**src/rtl/pcm_pkg.sv**
```systemverilog
// Package for the pseudocolor palette mapper: mode codes, stage types, helpers.
`default_nettype none
package pcm_pkg;

  // palette_mode register codes
  localparam logic [3:0] MODE_GRAY    = 4'd0;
  localparam logic [3:0] MODE_REDBLUE = 4'd1;
  localparam logic [3:0] MODE_RGB     = 4'd2;
  localparam logic [3:0] MODE_HOT     = 4'd3;
  localparam logic [3:0] MODE_COLD    = 4'd4;
  localparam logic [3:0] MODE_RAIN    = 4'd5;
  localparam logic [3:0] MODE_RAIN2   = 4'd6;
  localparam logic [3:0] MODE_RAIN4   = 4'd7;
  localparam logic [3:0] MODE_RAIN8   = 4'd8;
  localparam logic [3:0] MODE_RAIN16  = 4'd9;
  localparam logic [3:0] MODE_RAIN32  = 4'd10;

  localparam logic [3:0] MODE_RESET   = MODE_RAIN2;

  localparam int unsigned PIX_W  = 8;
  localparam int unsigned MODE_W = 4;

  localparam logic [PIX_W-1:0] HOT_THIRD1 = 8'd85;
  localparam logic [PIX_W-1:0] HOT_THIRD2 = 8'd170;
  localparam logic [PIX_W-1:0] FULL       = 8'd255;

  // palette family, rainbow variants folded into one
  typedef enum logic [2:0] {
    PAL_GRAY    = 3'd0,
    PAL_REDBLUE = 3'd1,
    PAL_RGB     = 3'd2,
    PAL_HOT     = 3'd3,
    PAL_COLD    = 3'd4,
    PAL_RAIN    = 3'd5,
    PAL_BLACK   = 3'd6
  } pal_t;

  // decode stage -> ramp stage
  typedef struct packed {
    pal_t             pal;
    logic [1:0]       seg;
    logic [PIX_W-1:0] off;
  } dec_t;

  // ramp stage -> select stage
  typedef struct packed {
    pal_t             pal;
    logic [1:0]       seg;
    logic [PIX_W-1:0] ramp;
    logic [PIX_W-1:0] ramp_n;
  } ramp_t;

  function automatic pal_t pal_of(input logic [MODE_W-1:0] mode);
    pal_t p;
    case (mode)
      MODE_GRAY:    p = PAL_GRAY;
      MODE_REDBLUE: p = PAL_REDBLUE;
      MODE_RGB:     p = PAL_RGB;
      MODE_HOT:     p = PAL_HOT;
      MODE_COLD:    p = PAL_COLD;
      MODE_RAIN, MODE_RAIN2, MODE_RAIN4, MODE_RAIN8, MODE_RAIN16, MODE_RAIN32:
                    p = PAL_RAIN;
      default:      p = PAL_BLACK;
    endcase
    return p;
  endfunction

  // quantized rainbow keeps the top (mode-5) bits of the index
  function automatic logic [PIX_W-1:0] quant_mask(input logic [MODE_W-1:0] mode);
    logic [PIX_W-1:0] m;
    case (mode)
      MODE_RAIN2:  m = 8'h80;
      MODE_RAIN4:  m = 8'hC0;
      MODE_RAIN8:  m = 8'hE0;
      MODE_RAIN16: m = 8'hF0;
      MODE_RAIN32: m = 8'hF8;
      default:     m = 8'hFF;
    endcase
    return m;
  endfunction

endpackage
`default_nettype wire

```
**src/rtl/pcm_decode.sv**
```systemverilog
// Stage 1: quantize the index, pick palette segment and in-segment offset.
`default_nettype none
module pcm_decode (
  input  wire logic                        clk,
  input  wire logic                        rst_n,
  input  wire logic                        in_vld,
  input  wire logic [pcm_pkg::PIX_W-1:0]   in_idx,
  input  wire logic [pcm_pkg::MODE_W-1:0]  in_mode,
  output logic                             dec_vld,
  output pcm_pkg::dec_t                    dec
);

  logic           vld_r;
  pcm_pkg::dec_t  dec_r, dec_nxt;
  logic [pcm_pkg::PIX_W-1:0] q;

  always_comb begin
    q = in_idx & pcm_pkg::quant_mask(in_mode);
    dec_nxt.pal = pcm_pkg::pal_of(in_mode);
    dec_nxt.seg = 2'd0;
    dec_nxt.off = in_idx;
    case (dec_nxt.pal)
      pcm_pkg::PAL_RGB: begin
        dec_nxt.seg = {1'b0, in_idx[7]};
        dec_nxt.off = {1'b0, in_idx[6:0]};
      end
      pcm_pkg::PAL_HOT: begin
        if (in_idx < pcm_pkg::HOT_THIRD1) begin
          dec_nxt.seg = 2'd0;
          dec_nxt.off = in_idx;
        end else if (in_idx < pcm_pkg::HOT_THIRD2) begin
          dec_nxt.seg = 2'd1;
          dec_nxt.off = in_idx - pcm_pkg::HOT_THIRD1;
        end else begin
          dec_nxt.seg = 2'd2;
          dec_nxt.off = in_idx - pcm_pkg::HOT_THIRD2;
        end
      end
      pcm_pkg::PAL_RAIN: begin
        dec_nxt.seg = q[7:6];
        dec_nxt.off = {2'b00, q[5:0]};
      end
      default: begin
        dec_nxt.seg = 2'd0;
        dec_nxt.off = in_idx;
      end
    endcase
  end

  always_ff @(posedge clk) begin
    if (!rst_n) begin
      vld_r <= 1'b0;
    end else begin
      vld_r <= in_vld;
    end
  end

  always_ff @(posedge clk) begin
    dec_r <= dec_nxt;
  end

  assign dec_vld = vld_r;
  assign dec     = dec_r;

endmodule
`default_nettype wire

```
**src/rtl/pcm_ramp.sv**
```systemverilog
// Stage 2: scale the offset by the palette slope, form its complement.
`default_nettype none
module pcm_ramp (
  input  wire logic           clk,
  input  wire logic           rst_n,
  input  wire logic           dec_vld,
  input  wire pcm_pkg::dec_t  dec,
  output logic                rmp_vld,
  output pcm_pkg::ramp_t      rmp
);

  logic            vld_r;
  pcm_pkg::ramp_t  rmp_r, rmp_nxt;
  logic [pcm_pkg::PIX_W-1:0] r;

  always_comb begin
    case (dec.pal)
      pcm_pkg::PAL_RGB:  r = {dec.off[6:0], 1'b0};
      pcm_pkg::PAL_HOT:  r = dec.off + {dec.off[6:0], 1'b0};
      pcm_pkg::PAL_RAIN: r = {dec.off[5:0], 2'b00};
      default:           r = dec.off;
    endcase
    rmp_nxt.pal    = dec.pal;
    rmp_nxt.seg    = dec.seg;
    rmp_nxt.ramp   = r;
    rmp_nxt.ramp_n = ~r;   // 255 - r
  end

  always_ff @(posedge clk) begin
    if (!rst_n) begin
      vld_r <= 1'b0;
    end else begin
      vld_r <= dec_vld;
    end
  end

  always_ff @(posedge clk) begin
    rmp_r <= rmp_nxt;
  end

  assign rmp_vld = vld_r;
  assign rmp     = rmp_r;

endmodule
`default_nettype wire

```
**src/rtl/pcm_select.sv**
```systemverilog
// Stage 3: route ramp, inverse ramp, zero or full to each color channel.
`default_nettype none
module pcm_select (
  input  wire logic                       clk,
  input  wire logic                       rst_n,
  input  wire logic                       rmp_vld,
  input  wire pcm_pkg::ramp_t             rmp,
  output logic                            out_vld,
  output logic [pcm_pkg::PIX_W-1:0]       out_r,
  output logic [pcm_pkg::PIX_W-1:0]       out_g,
  output logic [pcm_pkg::PIX_W-1:0]       out_b
);

  logic                      vld_r;
  logic [pcm_pkg::PIX_W-1:0] r_r, g_r, b_r;
  logic [pcm_pkg::PIX_W-1:0] r_nxt, g_nxt, b_nxt;
  logic [pcm_pkg::PIX_W-1:0] x, xn;

  always_comb begin
    x     = rmp.ramp;
    xn    = rmp.ramp_n;
    r_nxt = '0;
    g_nxt = '0;
    b_nxt = '0;
    case (rmp.pal)
      pcm_pkg::PAL_GRAY: begin
        r_nxt = x; g_nxt = x; b_nxt = x;
      end
      pcm_pkg::PAL_REDBLUE: begin
        r_nxt = xn; b_nxt = x;
      end
      pcm_pkg::PAL_RGB: begin
        if (rmp.seg[0]) begin
          g_nxt = xn; b_nxt = x;
        end else begin
          r_nxt = xn; g_nxt = x;
        end
      end
      pcm_pkg::PAL_HOT: begin
        case (rmp.seg)
          2'd0:    r_nxt = x;
          2'd1: begin
            r_nxt = pcm_pkg::FULL; g_nxt = x;
          end
          default: begin
            r_nxt = pcm_pkg::FULL; g_nxt = pcm_pkg::FULL; b_nxt = x;
          end
        endcase
      end
      pcm_pkg::PAL_COLD: begin
        r_nxt = x; g_nxt = xn; b_nxt = pcm_pkg::FULL;
      end
      pcm_pkg::PAL_RAIN: begin
        case (rmp.seg)
          2'd0: begin
            r_nxt = pcm_pkg::FULL; g_nxt = x;
          end
          2'd1: begin
            r_nxt = xn; g_nxt = pcm_pkg::FULL;
          end
          2'd2: begin
            g_nxt = xn; b_nxt = x;
          end
          default: begin
            r_nxt = x; b_nxt = pcm_pkg::FULL;
          end
        endcase
      end
      default: begin
        r_nxt = '0; g_nxt = '0; b_nxt = '0;
      end
    endcase
  end

  always_ff @(posedge clk) begin
    if (!rst_n) begin
      vld_r <= 1'b0;
    end else begin
      vld_r <= rmp_vld;
    end
  end

  always_ff @(posedge clk) begin
    r_r <= r_nxt;
    g_r <= g_nxt;
    b_r <= b_nxt;
  end

  assign out_vld = vld_r;
  assign out_r   = r_r;
  assign out_g   = g_r;
  assign out_b   = b_r;

endmodule
`default_nettype wire

```
**src/rtl/pseudocolor_palette_mapper.sv**
```systemverilog
// Top level of the pseudocolor palette mapper: index to RGB through a selected palette.
//
//  channel   direction  handshake          payload
//  --------  ---------  -----------------  --------------------------------------
//  input     in         start / busy       in_pixel_index[7:0]
//  result    out        out_valid strobe   out_red, out_green, out_blue [7:0]
//  config    in         cfg_we             cfg_wdata[3:0] -> palette_mode
//
//  One pixel per clock while busy is low. A transfer passes from the accepting
//  edge through the input register, decode, ramp and select registers to the
//  out_valid strobe. The pipeline never stalls; each valid bit moves each cycle.
//  busy is set by the synchronous reset and clears at the first edge with rst_n high.
//  palette_mode resets to 6 (two-level rainbow) and is sampled per transfer.
`default_nettype none
module pseudocolor_palette_mapper (
  input  wire logic                        clk,
  input  wire logic                        rst_n,
  // input transfer
  input  wire logic                        start,
  output logic                             busy,
  input  wire logic [pcm_pkg::PIX_W-1:0]   in_pixel_index,
  // configuration
  input  wire logic                        cfg_we,
  input  wire logic [pcm_pkg::MODE_W-1:0]  cfg_wdata,
  // result transfer
  output logic                             out_valid,
  output logic [pcm_pkg::PIX_W-1:0]        out_red,
  output logic [pcm_pkg::PIX_W-1:0]        out_green,
  output logic [pcm_pkg::PIX_W-1:0]        out_blue
);

  // control
  logic                        busy_r;
  logic [pcm_pkg::MODE_W-1:0]  mode_r;

  // stage 0: captured transfer
  logic                        s0_vld_r;
  logic [pcm_pkg::PIX_W-1:0]   s0_idx_r;
  logic [pcm_pkg::MODE_W-1:0]  s0_mode_r;

  logic                        accept;

  logic                        dec_vld;
  pcm_pkg::dec_t               dec;
  logic                        rmp_vld;
  pcm_pkg::ramp_t              rmp;

  assign accept = start && !busy_r;
  assign busy   = busy_r;

  // busy holds off input for the cycle right after reset
  always_ff @(posedge clk) begin
    if (!rst_n) begin
      busy_r   <= 1'b1;
      mode_r   <= pcm_pkg::MODE_RESET;
      s0_vld_r <= 1'b0;
    end else begin
      busy_r   <= 1'b0;
      s0_vld_r <= accept;
      if (cfg_we) begin
        mode_r <= cfg_wdata;
      end
    end
  end

  // payload with its mode travels down the pipe
  always_ff @(posedge clk) begin
    s0_idx_r  <= in_pixel_index;
    s0_mode_r <= mode_r;
  end

  pcm_decode u_decode (
    .clk     (clk),
    .rst_n   (rst_n),
    .in_vld  (s0_vld_r),
    .in_idx  (s0_idx_r),
    .in_mode (s0_mode_r),
    .dec_vld (dec_vld),
    .dec     (dec)
  );

  pcm_ramp u_ramp (
    .clk     (clk),
    .rst_n   (rst_n),
    .dec_vld (dec_vld),
    .dec     (dec),
    .rmp_vld (rmp_vld),
    .rmp     (rmp)
  );

  pcm_select u_select (
    .clk     (clk),
    .rst_n   (rst_n),
    .rmp_vld (rmp_vld),
    .rmp     (rmp),
    .out_vld (out_valid),
    .out_r   (out_red),
    .out_g   (out_green),
    .out_b   (out_blue)
  );

endmodule
`default_nettype wire

```
**config.mk**
```make
export PLATFORM = sky130hd
export DESIGN_NAME = pseudocolor_palette_mapper
export DESIGN_NICKNAME = d
export VERILOG_FILES = /design/src/rtl/pcm_pkg.sv /design/src/rtl/pcm_decode.sv /design/src/rtl/pcm_ramp.sv /design/src/rtl/pcm_select.sv /design/src/rtl/pseudocolor_palette_mapper.sv
export SDC_FILE = /design/constraint.sdc
export NUM_CORES = 1
export LEC_CHECK = 0
export ABC_AREA = 1
export BUFFER_PORTS_ARGS = -buffer_cell sky130_fd_sc_hd__buf_2
export CAP_MARGIN = 20
export CORE_MARGIN = 4
export CORE_UTILIZATION = 55
export CTS_BUF_LIST = sky130_fd_sc_hd__clkbuf_2
export CTS_CLUSTER_DIAMETER = 120
export CTS_CLUSTER_SIZE = 12
export DETAILED_ROUTE_END_ITERATION = 16
export PLACE_DENSITY_LB_ADDON = 0.15
export SETUP_SLACK_MARGIN = 0.2
export SLEW_MARGIN = 10
export SYNTH_ARGS = -nofsm -noshare
export SYNTH_HDL_FRONTEND = slang
export SYNTH_HIERARCHICAL = 1
export SYNTH_SLANG_ARGS = --single-unit
```
**constraint.sdc**
```tcl
create_clock -name clk -period 1.78 [get_ports clk]
set_clock_uncertainty 0.1 [all_clocks]
set_input_delay 0.267 -clock clk [delete_from_list [all_inputs] [get_ports clk]]
set_output_delay 0.267 -clock clk [all_outputs]
set_load 0.01 [all_outputs]
```
[Yosys cells after proc, flatten, opt, wreduce, memory -nomap -nowiden]
Memory sizes are Yosys's and may differ from the RTL's. A register that Yosys moved wholly into a read port is not among the register bits.
Index checks and enable logic that the tools add are counted.
Word-level totals
  bits in registers: 79
  bits in latches: 0
  bits in writable memories: 0
  memory bits (read-only): 48
  input bits: 16
  output and inout bits: 26
  logic and storage cells: 69
  memories: 1
Memory list
  (name not given): depth 16, bits a word 3, read ports 1, clocked after Yosys merged registers in 1, write ports 0, line pcm_pkg.sv:55  | case (mode)
Cells by class
  add/subtract/negate cells: 3
  multiply operators: 0
  div/mod/pow operators: 0
  $lt $le $gt $ge: 2
  equal/unequal tests: 18
  shifts and indexed selects: 0
  mux-type cells: 18
  bitwise logic cells: 2
  reduce and logical (&&, ||, !) cells: 7
Operators by type and width (count)
  $pmux 8 s5: 3
  $pmux 8 s3: 3
  $mux 8: 5
  $pmux 7 s5: 1
  $pmux 8 s2: 2
  $pmux 10 s3: 1
  $mux 10: 2
  $eq 3x2->1 const B: 6
  $eq 3x3->1 const B: 4
  $eq 4x4->1 const B: 3
  $add 8x8->8: 1
  $and 8x8->8: 1
  $eq 4x3->1 const B: 2
  $lt 8x7->1 const B: 1
  $lt 8x8->1 const B: 1
  $not 8->8: 1
  $sub 8x7->8 const B: 1
  $sub 8x8->8 const B: 1
  $reduce_or 2->1: 3
  $eq 3x1->1 const B: 1
  $logic_not 3->1: 1
  $eq 2x1->1 const B: 1
  $eq 2x2->1 const B: 1
  $logic_not 2->1: 1
  other kinds (3): 3

[Depth between registers and ports, before layout]
Gate-level depths: netlist (run 1).
  depth in word-level cells: 4
  gate-level depth with buffers: 11
  mapped depth without buffers: 10

[Modules after synthesis]
Netlist (run 1), hierarchy kept.
Modules (own cells, without submodules)
  pcm_select: instances 1, cells each 295, area each 1721.7 um^2, sequential area each 500.5 um^2
  pcm_decode: instances 1, cells each 176, area each 1068.5 um^2, sequential area each 280.3 um^2
  pcm_ramp: instances 1, cells each 129, area each 1018.5 um^2, sequential area each 440.4 um^2
  pseudocolor_palette_mapper: instances 1, cells each 38, area each 437.9 um^2, sequential area each 360.3 um^2

[Worst setup path after synthesis (run 1)]
OpenSTA, ideal clock, no wires.
  path type: flip-flop to flip-flop
  start point: register u_decode.dec_r (netlist bit u_decode/dec[1])
  end point: register u_ramp.rmp_r (netlist bit u_ramp/rmp[11])
  setup time: 112 ps
  data arrival time: 1487 ps
  slack: 81 ps
  stages on the path, launching flop included: 8
  buffers on the path: 0
  period minus slack after synthesis: 1699 ps
  cell sequence: dfxtp_1 > ha_1 > fa_1 > or2_2 > nand3_1 > nand4_1 > o21ai_2 > inv_2
On the way
  longest elaborated chain between the ends: 2
Ends and longest elaborated chain
  from (decl): line pcm_decode.sv:14  | pcm_pkg::dec_t dec_r, dec_nxt;
  from (signal assigned): line pcm_decode.sv:59  | dec_r <= dec_nxt;
  $add 8x8->8: line pcm_ramp.sv:19  | pcm_pkg::PAL_HOT: r = dec.off + {dec.off[6:0], 1'b0};
  $pmux 8 s3 *: line pcm_ramp.sv:17  | case (dec.pal)
  named net u_ramp.r (one bit): line pcm_ramp.sv:14  | logic [pcm_pkg::PIX_W-1:0] r;
  to (signal assigned): line pcm_ramp.sv:38  | rmp_r <= rmp_nxt;
  to (decl): line pcm_ramp.sv:13  | pcm_pkg::ramp_t rmp_r, rmp_nxt;
Mark *: on every way through the listed nets, which the timed path passes. The rest lies on a longest branch.
A chain may end at the register's enable or synchronous reset.

[Final worst setup path (run 1)]
  start point: register u_decode.dec_r (netlist bit u_decode/dec[1])
  end point: register u_ramp.rmp_r (netlist bit u_ramp/rmp[15])
On the way
  longest elaborated chain between the ends: 2
Ends and longest elaborated chain (line)
  $add 8x8->8: pcm_ramp.sv:19
  $pmux 8 s3: pcm_ramp.sv:17
  named net u_ramp.r (one bit): pcm_ramp.sv:14
The timed path passes the listed nets, and every way through them passes these cells.

==> results of run 1 <==
==> placed cells by master (no fill, tap or decap), drive strengths merged, types with 2 or more instances in the layout <==
master	instances
nand2	214
dfxtp	79
nand3	72
inv	72
buf	65
nor2	62
a21oi	40
o21ai	33
dlygate4sd3	20
o211ai	10
ha	10
clkbuf	9
nand4	6
nand3b	5
bufinv	3
o2111ai	3
or2	3
xor2	2
a22oi	2
clkinv	2
a21boi	2
==> registers in the layout (all words and copies together), names as in the netlist, 4 cells and up <==
register        count
u_ramp/rmp         21
u_select/out_r      8
s0_idx_r            8
u_select/out_b      8
mode_r              4
u_decode/dec       13
u_select/out_g      8
s0_mode_r           4
==> area by class of cell <==
| cell class | count | area (µm²) |
|---|---|---|
| clock inverter | 6 | 110 |
| fill | 614 | 2110 |
| multi-input combinational | 470 | 2470 |
| sequential | 79 | 1620 |
| tap | 99 | 124 |
| inverter | 72 | 275 |
| clock buffer | 9 | 45.0 |
| timing repair buffer | 85 | 606 |
==> worst max path at each step <==
| stage | from | to | slack [ps] | cells past startpoint |
|---|---|---|---|---|
| 4_1_cts | u_decode/dec[1] | u_ramp/rmp[15] | 100 | 9 |
| 3_3_place_gp | u_decode/dec[1] | u_ramp/rmp[11] | 150 | 7 |
| 2_1_floorplan | u_decode/dec[1] | u_ramp/rmp[11] | 200 | 7 |
| 5_1_grt | u_decode/dec[1] | u_ramp/rmp[11] | 20 | 7 |
| 3_5_place_dp | u_decode/dec[1] | u_ramp/rmp[7] | 110 | 10 |
| 6_report | u_decode/dec[1] | u_ramp/rmp[15] | 100 | 9 |
==> timing repair <==
item | CTS | global route
cloned | 1 | 0
hold endpoints to repair | 17 | 0
resized for setup | 18 | 45
endpoints found under the setup margin | 21 | 42
pin swaps | 8 | 25
hold buffers | 20 | 0
buffers inserted | 6 | 5
==> routing by layer <==
metal | vias to the layer above | part of all wire
met5 | - | 0
met4 | 0 | 0.032
met3 | 45 | 0.068
met2 | 233 | 0.51
met1 | 2075 | 0.39
li1 | 2231 | -
==> cells by family after synthesis <==
kind of cell	share of synthesized area
AO/OA/AOI/OAI	0.131
buffers and inverters	0.0916
XOR/XNOR	0.00619
flip-flops	0.372
AND/OR/NAND/NOR	0.365
adder cells (fa/ha/maj)	0.0342
==> where the power goes <==
part           total, mW  internal [mW]  leakage [nW]  switching (mW)
sequential          2.35           2.09         0.665           0.261
clock               1.23          0.595        0.0856           0.633
combinational       1.63          0.648          1.82           0.982
total               5.21           3.33          2.57            1.88
==> through the flow <==
step | setup slack (ps) | total power, mW | hold slack [ps] | std cells
floorplan | 199 | 3.32 | 195 | 638
finish | 103 | 5.21 | 250 | 820
detailed placement | 105 | 3.79 | 213 | 773
global route | 16.7 | 5.54 | 226 | 820
CTS | 104 | 5.09 | 226 | 815
global placement | 146 | 3.75 | 213 | 773
==> worst register-to-register path, delay by kind of cell, from the launching register on <==
family	cells	cell delay (ps)
AOI/OAI and AO/OA	1	150
buffers and inverters	1	130
DFF	1	410
adders and majority gates	1	400
and+or+nand+nor	6	440
==> reports/qor.txt, run 1 <==
unrepaired setup endpoints after global routing -> true
Worst R2R End -> u_ramp/rmp[15]
Min-Delay Startpoint -> u_decode/dec[9]
CTS tree -> built
Synth Warn # -> 6
Synth area leader -> dfxtp_1
worst-case reg-to-reg path depth -> 9
Ports -> 42
# setup viols final -> 0
vias per cell -> 5.59
layout cells sized above 1 -> 0.229
synth unique cells -> 38
All-Layer GR Usage -> 0.259
gr busiest metal -> met2
Num CTS Buffers -> 9
Slew @ Worst Pin -> 420 ps
worst-path fanout max -> 5
Antenna diodes -> 0
Hold EP -> u_ramp/rmp[17]
Sink Count -> 79
Vias -> 4584
CTS max path bufs -> 2
mapped cell area -> 0.00425 mm²
DR WL/cell -> 14.7 µm
first-pass GRT wire length -> 18.7 mm
placed inst area -> 0.00459 mm²
Final Cell Area -> 0.00526 mm²
status -> complete, no violations
GR Util met1 -> 0.297
hold crit path type -> register to register
sequential-to-total area share from yosys stat -> 0.372
Worst Hold Depth -> 0
Worst slew margin -> 0.719
vias in the first global route -> 4115
routing usage on met2 -> 0.467
delay-heaviest family, CP -> simple AND/OR/NAND/NOR gates
top-area cell type share of the netlist area -> 0.372
most instantiated cells after synthesis -> nand2_1, dfxtp_1, nand3_1
drt total wl -> 12.1 mm
Cell Rows -> 31
CP Cell Sequence -> buf_6, fa_2, nand2_2, nand2_2, nand3_2, nand2_1, nand2_1, nand3_2, a21boi_1
post-layout util -> 0.713
Main synth FF type -> dfxtp_1
Iteration-0 DRC Markers -> 257
VDD IR-drop max -> 0.606 mV
final hold viol count -> 0
Worst Path Required -> 2150 ps
hpwl dp -> 7.87 mm
area growth from synthesis to layout -> 23.7%
fmax -> 596 MHz
largest net degree at the start of global routing -> 22
# DRC -> 0
max cap viols -> 0
initial core utilization -> 0.576
slowest cell on the critical path -> dfxtp_4
CP Class -> register to register
First-pass DRT Iterations -> 5
worst path arrival time -> 2050 ps
met3 Use GR -> 0.0469
Die X -> 95.9 µm
Die Y -> 95.9 µm
layout net count -> 744
slowest stage delay, CP -> 410 ps
initial antenna violation count -> 0
Final Slew Violations -> 0
Reg clk slew, reported paths -> 220 ps
most common cell in the netlist -> nand2_1
EDFF count, synth -> 0
core footprint -> 0.00737 mm²
RePlAce Congestion -> 0.943
Pleak -> 2.57 nW
Post-Syn Instances -> 638
Reg-to-Reg Start -> u_decode/dec[1]
PwrDens -> 992 mW/mm²
setup TNS -> 0 ps
startpoint types -> register
post-route antenna net violation count -> 0
Reg2Reg Setup Slack -> 100 ps
GR Overflow Total -> 0
critical path endpoint category -> register
H-tree levels -> 3
Tcrit/Tclk final -> 0.942
post-route minimum period -> 1680 ps
clk_lat worst skew -> 520 ps
CTS Root Cell -> clkbuf_2
Synth Area per Inst -> 6.66 µm²
asr flop ratio synth -> 0
number of synthesized register bits -> 79
Worst Path Buf+Inv -> 1
syn nets -> 665
# port buffers -> 41
ranking of synthesized cells by area -> dfxtp_1, nand2_1, nand3_1
Die ar. -> 0.00919 mm²
Note: power is estimated with default switching activity, not from simulation.
==> run 2, diff against run 1 <==
--- a/config.mk
+++ b/config.mk
@@ -9,8 +9,7 @@
 export BUFFER_PORTS_ARGS = -buffer_cell sky130_fd_sc_hd__buf_2
 export CAP_MARGIN = 20
 export CORE_MARGIN = 4
-export CORE_UTILIZATION = 55
-export CTS_BUF_LIST = sky130_fd_sc_hd__clkbuf_2
+export CORE_UTILIZATION = 52
 export CTS_CLUSTER_DIAMETER = 120
 export CTS_CLUSTER_SIZE = 12
 export DETAILED_ROUTE_END_ITERATION = 16
@@ -19,5 +18,4 @@
 export SLEW_MARGIN = 10
 export SYNTH_ARGS = -nofsm -noshare
 export SYNTH_HDL_FRONTEND = slang
-export SYNTH_HIERARCHICAL = 1
 export SYNTH_SLANG_ARGS = --single-unit
==> run 2 against run 1 <==
Net effect: clock power increased by 11%; worst setup slack gained 21 ps; global-route usage shrank 4.9 points; synthesized cell count down 20%; core utilization down 1.3 points; total power is 0.21% higher; cell count is 15% lower; non-clock buffer count shrank 4; final area shrank 7.5%; critical path depth shrank 1; fmax increased by 1.3%.
==> reports/qor.txt, run 2 <==
fin cells -> 697 (was 820)
Inst Count DP -> 663 (was 773)
EDFF count, synth -> 0 (unchanged)
vias per cell -> 5.39 (was 5.59)
post-route minimum period -> 1660 ps (was 1680 ps)
ranking of synthesized cells by area -> dfxtp_1, nand2_1, inv_1 (was dfxtp_1, nand2_1, nand3_1)
syn nets -> 540 (was 665)
Slew @ Worst Pin -> 493 ps (was 420 ps)
max cap viols -> 0 (unchanged)
PwrDens -> 1070 mW/mm² (was 992 mW/mm²)
worst path arrival time -> 1780 ps (was 2050 ps)
slowest stage delay, CP -> 370 ps (was 410 ps)
Vias -> 3755 (was 4584)
slowest cell on the critical path -> dfxtp_4 (unchanged)
Worst slew margin -> 0.670 (was 0.719)
CP Cell Sequence -> buf_4, ha_1, nand3_1, nand2_1, a21oi_1, o21ai_1, nand2_1, o21ai_0 (was buf_6, fa_2, nand2_2, nand2_2, nand3_2, nand2_1, nand2_1, nand3_2, a21boi_1)
Synth Warn # -> 0 (was 6)
first-pass GRT wire length -> 14.6 mm (was 18.7 mm)
NetSw -> 1.78 mW (was 1.88 mW)
First-pass DRT Iterations -> 5 (unchanged)
max FFs per register -> 21 (unchanged)
clk_lat worst skew -> 350 ps (was 520 ps)
internal power -> 3.44 mW (was 3.33 mW)
initial antenna violation count -> 0 (unchanged)
Die ar. -> 0.00873 mm² (was 0.00919 mm²)
Main synth FF type -> dfxtp_1 (unchanged)
Die X -> 93.4 µm (was 95.9 µm)
critical path endpoint category -> register (unchanged)
# port buffers -> 41 (unchanged)
Worst Path Buf+Inv -> 1 (unchanged)
Sink Count -> 82 (was 79)
core footprint -> 0.00694 mm² (was 0.00737 mm²)
vias in the first global route -> 3312 (was 4115)
Ports -> 42 (unchanged)
setup TNS -> 0 ps (unchanged)
mapped cell area -> 0.00380 mm² (was 0.00425 mm²)
Num CTS Buffers -> 9 (unchanged)
CTS max path bufs -> 2 (unchanged)
# setup viols final -> 0 (unchanged)
Comb power frac -> 0.280 (was 0.313)
GR Overflow Total -> 0 (unchanged)
asr flop ratio synth -> 0 (unchanged)
# DRC -> 0 (unchanged)
Sw Ratio -> 0.341 (was 0.360)
sequential-to-total area share from yosys stat -> 0.432 (was 0.372)
Top cell by count, worst path -> nand2_1
total power -> 5.22 mW (was 5.21 mW)
initial core utilization -> 0.547 (was 0.576)
All-Layer GR Usage -> 0.211 (was 0.259)
Worst Path Required -> 1900 ps (was 2150 ps)
Final Slew Violations -> 0 (unchanged)
Synth area leader -> dfxtp_1 (unchanged)
post-layout util -> 0.700 (was 0.713)
Reg clk slew, reported paths -> 90 ps (was 220 ps)
top-area cell type share of the netlist area -> 0.432 (was 0.372)
Synth Area per Inst -> 7.40 µm² (was 6.66 µm²)
Cell Rows -> 30 (was 31)
CP Class -> register to register (unchanged)
delay-heaviest family, CP -> flip-flops (was simple AND/OR/NAND/NOR gates)
Die Y -> 93.4 µm (was 95.9 µm)
most instantiated cells after synthesis -> nand2_1, inv_1, dfxtp_1 (was nand2_1, dfxtp_1, nand3_1)
synth unique cells -> 36 (was 38)
largest net degree at the start of global routing -> 16 (was 22)
unrepaired setup endpoints after global routing -> true (unchanged)
CTS Root Cell -> clkbuf_8 (was clkbuf_2)
drt total wl -> 9.58 mm (was 12.1 mm)
final hold viol count -> 0 (unchanged)
final hold slack -> 24.7 ps (was 250 ps)
post-route antenna net violation count -> 0 (unchanged)
Antenna diodes -> 0 (unchanged)
Flop pwr share -> 0.458 (was 0.451)
VDD IR-drop max -> 0.539 mV (was 0.606 mV)
Iteration-0 DRC Markers -> 236 (was 257)
Post-Syn Instances -> 513 (was 638)
most common cell in the netlist -> nand2_1 (unchanged)
number of synthesized register bits -> 82 (was 79)
status -> complete, no violations (unchanged)
Clock power frac -> 0.263 (was 0.236)
FF+latch area -> 0.00167 mm² (was 0.00162 mm²)
Multi-input gate area -> 0.00199 mm² (was 0.00247 mm²)
H-tree levels -> 3 (unchanged)
hpwl dp -> 6.46 mm (was 7.87 mm)
layout cells sized above 1 -> 0.265 (was 0.229)
hold crit path type -> input port to register (was register to register)
startpoint types -> register (unchanged)
DR WL/cell -> 13.7 µm (was 14.7 µm)
Pleak -> 2.32 nW (was 2.57 nW)
layout net count -> 623 (was 744)
Tcrit/Tclk final -> 0.930 (was 0.942)
commonest non-fill, non-tap cell in the layout -> nand2_1 (unchanged)
area growth from synthesis to layout -> 28.0% (was 23.7%)
RePlAce Congestion -> 0.915 (was 0.943)
fmax -> 604 MHz (was 596 MHz)
commonest cells after routing, fill and taps aside -> nand2_1, inv_1, dfxtp_1 (was nand2_1, nand3_1, dfxtp_1)
worst-path fanout max -> 4 (was 5)
number of fill cells -> 551 (was 614)
CTS tree -> built (unchanged)
## run 2: metal layers
layer	track usage	share of wire	up-vias
li1	-	-	1863
met5	0	0	-
met1	0.239	0.40	1696
met4	0.0855	0.021	0
met2	0.381	0.52	172
met3	0.0442	0.064	24
## run 2: path summary, 6_finish.rpt
check             cells after the start  slack, ps             from              to
hold / removal                        3         20            start        s0_vld_r
setup reg to reg                      8        120  u_decode.dec[1]   u_ramp.rmp[4]
setup / recovery                      8        120  u_decode.dec[1]   u_ramp.rmp[4]
hold reg to reg                       0        230  u_decode.dec[8]  u_ramp.rmp[16]
## run 2: cells by family (layout without fill, tap and decap cells)
family | Yosys count | after routing | share of synthesized area
adder cells (fa/ha/maj) | 11 | 11 | 0.0382
buffers and inverters | 101 | 188 | 0.109
AO/OA/AOI/OAI | 113 | 113 | 0.181
XOR/XNOR | 2 | 2 | 0.00462
AND/OR/NAND/NOR | 204 | 205 | 0.235
flip-flops | 82 | 82 | 0.432
## run 2: cell type report
cell class                 instances  area share
clock inverter                     6      0.0152
clock buffer                      10      0.0263
timing repair buffer              81       0.110
inverter                          91      0.0708
multi-input combinational        331       0.409
sequential                        82       0.344
tap                               96      0.0247
## run 2: per-stage QoR
step / area [µm²] / setup slack, ps
final: 4860 / 124
after global routing: 4860 / 13.0
after CTS: 4660 / 124
after detailed placement: 4240 / 57.2
after global placement: 4240 / 72.7
after floorplan: 3820 / 200
## run 2: power by group through the flow
stage	registers, mW	logic (mW)	clock network [mW]
after global routing	2.43	1.60	1.47
after global placement	2.40	1.22	0
after detailed placement	2.41	1.24	0
final	2.39	1.46	1.37
after floorplan	2.44	0.766	0
after CTS	2.37	1.34	1.39
## run 2: what timing repair did
item,CTS,global route
pin swaps,5,19
hold endpoints to repair,8,0
hold buffers,8,0
cloned,1,0
buffers inserted,3,6
resized for setup,32,47
setup endpoints to repair,33,43
## run 2: worst reg2reg max path, stage by stage (launching register included)
cell and delay [ps]:
dfxtp_4 370, buf_4 140, ha_1 310, nand3_1 100
nand2_1 90, a21oi_1 160, o21ai_1 110, nand2_1 70
o21ai_0 100
==> run 3, diff against run 2 <==
--- a/config.mk
+++ b/config.mk
@@ -10,12 +10,13 @@
 export CAP_MARGIN = 20
 export CORE_MARGIN = 4
 export CORE_UTILIZATION = 52
+export CTS_BUF_LIST = sky130_fd_sc_hd__clkbuf_16
 export CTS_CLUSTER_DIAMETER = 120
 export CTS_CLUSTER_SIZE = 12
 export DETAILED_ROUTE_END_ITERATION = 16
 export PLACE_DENSITY_LB_ADDON = 0.15
 export SETUP_SLACK_MARGIN = 0.2
-export SLEW_MARGIN = 10
+export SLEW_MARGIN = 15
 export SYNTH_ARGS = -nofsm -noshare
 export SYNTH_HDL_FRONTEND = slang
 export SYNTH_SLANG_ARGS = --single-unit
==> run 3 against run 2 <==
Net effect: clock-buffer cell count shrank 1; routed wire length shrank 0.15%; core utilization grew 1.7 points; total power grew 9.3%; critical path depth shrank 1; first-iteration DRC count grew 3.0%; sequential share of layout area shrank 0.91 points; hold slack gained 21 ps; register-to-register slack is essentially flat; critical path type unchanged; largest cell class unchanged; largest power group unchanged; highest routed layer unchanged.
==> reports/qor.txt, run 3 (synthesis results as in run 2) <==
CP Cell Sequence -> ha_4, inv_2, fa_2, o22ai_2, inv_2, a31oi_4, inv_1 (was buf_4, ha_1, nand3_1, nand2_1, a21oi_1, o21ai_1, nand2_1, o21ai_0)
CTS max path bufs -> 2 (unchanged)
commonest non-fill, non-tap cell in the layout -> nand2_1 (unchanged)
RePlAce Congestion -> 0.915 (unchanged)
layout cells sized above 1 -> 0.276 (was 0.265)
commonest cells after routing, fill and taps aside -> nand2_1, inv_1, dfxtp_1 (unchanged)
Top cell by count, worst path -> inv_2 (was nand2_1)
worst-path fanout max -> 4 (unchanged)
post-route minimum period -> 1650 ps (was 1660 ps)
FF+latch area -> 0.00167 mm² (about the same)
Die X -> 93.4 µm (unchanged)
Num CTS Buffers -> 9 (unchanged)
total power -> 5.71 mW (was 5.22 mW)
Worst slew margin -> 0.655 (was 0.670)
hpwl dp -> 6.46 mm (unchanged)
Hold EP -> s0_vld_r (unchanged)
VDD IR-drop max -> 0.651 mV (was 0.539 mV)
largest net degree at the start of global routing -> 16 (unchanged)
Worst Hold Depth -> 3 (unchanged)
hold crit path type -> input port to register (unchanged)
# DRC -> 0 (unchanged)
worst-case reg-to-reg path depth -> 7 (was 8)
Worst R2R End -> u_ramp.rmp[2] (was u_ramp.rmp[4])
initial core utilization -> 0.547 (unchanged)
setup TNS -> 0 ps (unchanged)
status -> complete, no violations (unchanged)
Vias -> 3752 (was 3755)
DR WL/cell -> 13.7 µm (about the same)
first-pass GRT wire length -> 14.8 mm (was 14.6 mm)
PwrDens -> 1150 mW/mm² (was 1070 mW/mm²)
slowest stage delay, CP -> 420 ps (was 370 ps)
post-route antenna net violation count -> 0 (unchanged)
Die ar. -> 0.00873 mm² (unchanged)
CP Class -> register to register (unchanged)
Inst Count DP -> 663 (unchanged)
area growth from synthesis to layout -> 31.1% (was 28.0%)
H-tree levels -> 3 (unchanged)
final hold slack -> 46.0 ps (was 24.7 ps)
First-pass DRT Iterations -> 5 (unchanged)
Tcrit/Tclk final -> 0.928 (was 0.930)
final hold viol count -> 0 (unchanged)
max cap viols -> 0 (unchanged)
Reg clk slew, reported paths -> 60 ps (was 90 ps)
Min-Delay Startpoint -> start (unchanged)
startpoint types -> register (unchanged)
All-Layer GR Usage -> 0.215 (was 0.211)
slowest cell on the critical path -> fa_2 (was dfxtp_4)
max FFs per register -> 21 (unchanged)
CTS tree -> built (unchanged)
Iteration-0 DRC Markers -> 243 (was 236)
clk_lat worst skew -> 330 ps (was 350 ps)
drt total wl -> 9.56 mm (was 9.58 mm)
# port buffers -> 41 (unchanged)
fmax -> 605 MHz (was 604 MHz)
core footprint -> 0.00694 mm² (unchanged)
initial antenna violation count -> 0 (unchanged)
# setup viols final -> 0 (unchanged)
fin cells -> 697 (unchanged)
Reg-to-Reg Start -> u_decode.dec[1] (unchanged)
worst path arrival time -> 1770 ps (was 1780 ps)
Antenna diodes -> 0 (unchanged)
GR Overflow Total -> 0 (unchanged)
Reg2Reg Setup Slack -> 130 ps (was 120 ps)
Ports -> 42 (unchanged)
vias per cell -> 5.38 (was 5.39)
critical path endpoint category -> register (unchanged)
vias in the first global route -> 3308 (was 3312)
Multi-input gate area -> 0.00201 mm² (was 0.00199 mm²)
unrepaired setup endpoints after global routing -> true (unchanged)
Pleak -> 2.38 nW (was 2.32 nW)
Slew @ Worst Pin -> 515 ps (was 493 ps)
Worst Path Required -> 1900 ps (about the same)
post-layout util -> 0.717 (was 0.700)
Final Slew Violations -> 0 (unchanged)
number of fill cells -> 531 (was 551)
layout net count -> 623 (unchanged)
Sink Count -> 82 (unchanged)
Die Y -> 93.4 µm (unchanged)
Cell Rows -> 30 (unchanged)
CTS Root Cell -> clkbuf_16 (was clkbuf_8)
[run 3: changes by cell type in the layout (fill, tap and decap cells not counted), moves of 2 or more]
cell       change
clkbuf_8       -9
dfxtp_2        +2
o21ai_2        +2
dfxtp_4        -2
inv_2          +2
clkbuf_16      +9
[run 3: what timing repair did]
item                                    4_1_cts  5_1_grt
hold endpoints to repair                      8        0
hold buffers                                  8        0
resized for setup                            34       51
pin swaps                                     6       21
gates cloned                                  1        0
endpoints found under the setup margin       36       34
setup buffers                                 2        7
[run 3: area by class of cell]
cell class,instances,area share
Multi-Input combinational cell,331,0.404
Sequential cell,82,0.335
Timing Repair Buffer,81,0.106
Inverter,91,0.0696
Clock buffer,9,0.0452
Tap cell,96,0.0241
Clock inverter,7,0.0156
[run 3: worst max path at each step]
stage,cells after the start,to,startpoint,slack [ps]
finish,7,u_ramp.rmp[2],u_decode.dec[1],130
global route,9,u_ramp.rmp[7],u_decode.dec[1],90
CTS,7,u_ramp.rmp[2],u_decode.dec[1],120
detailed placement,7,u_ramp.rmp[2],u_decode.dec[1],60
global placement,7,u_ramp.rmp[2],u_decode.dec[1],70
floorplan,9,u_decode.dec[5],s0_idx_r[2],200
[run 3: metal layers]
metal,GRT usage,up-vias,wire [µm]
met5,0,-,0
met4,0.0928,0,187
met3,0.0499,24,641
met2,0.387,174,5000
met1,0.241,1687,3730
li1,-,1867,-
[run 3: worst max-delay path, delay by kind of cell, from the launching register on]
kind / cells / cell delay (ps)
flops: 1 / 360
fa+ha+maj: 2 / 580
compound gates: 2 / 350
buf+inv: 3 / 160
[run 3: power by group]
group / switching [mW] / internal [mW] / total [mW]
logic: 0.852 / 0.610 / 1.46
registers: 0.224 / 2.17 / 2.39
clock network: 0.751 / 1.10 / 1.85
[run 3: stage by stage]
step	setup slack (ps)	cell area (µm²)
after floorplan	200	3820
after global placement	72.7	4240
after detailed placement	57.2	4240
after CTS	124	4750
after global routing	85.2	4980
final	128	4980
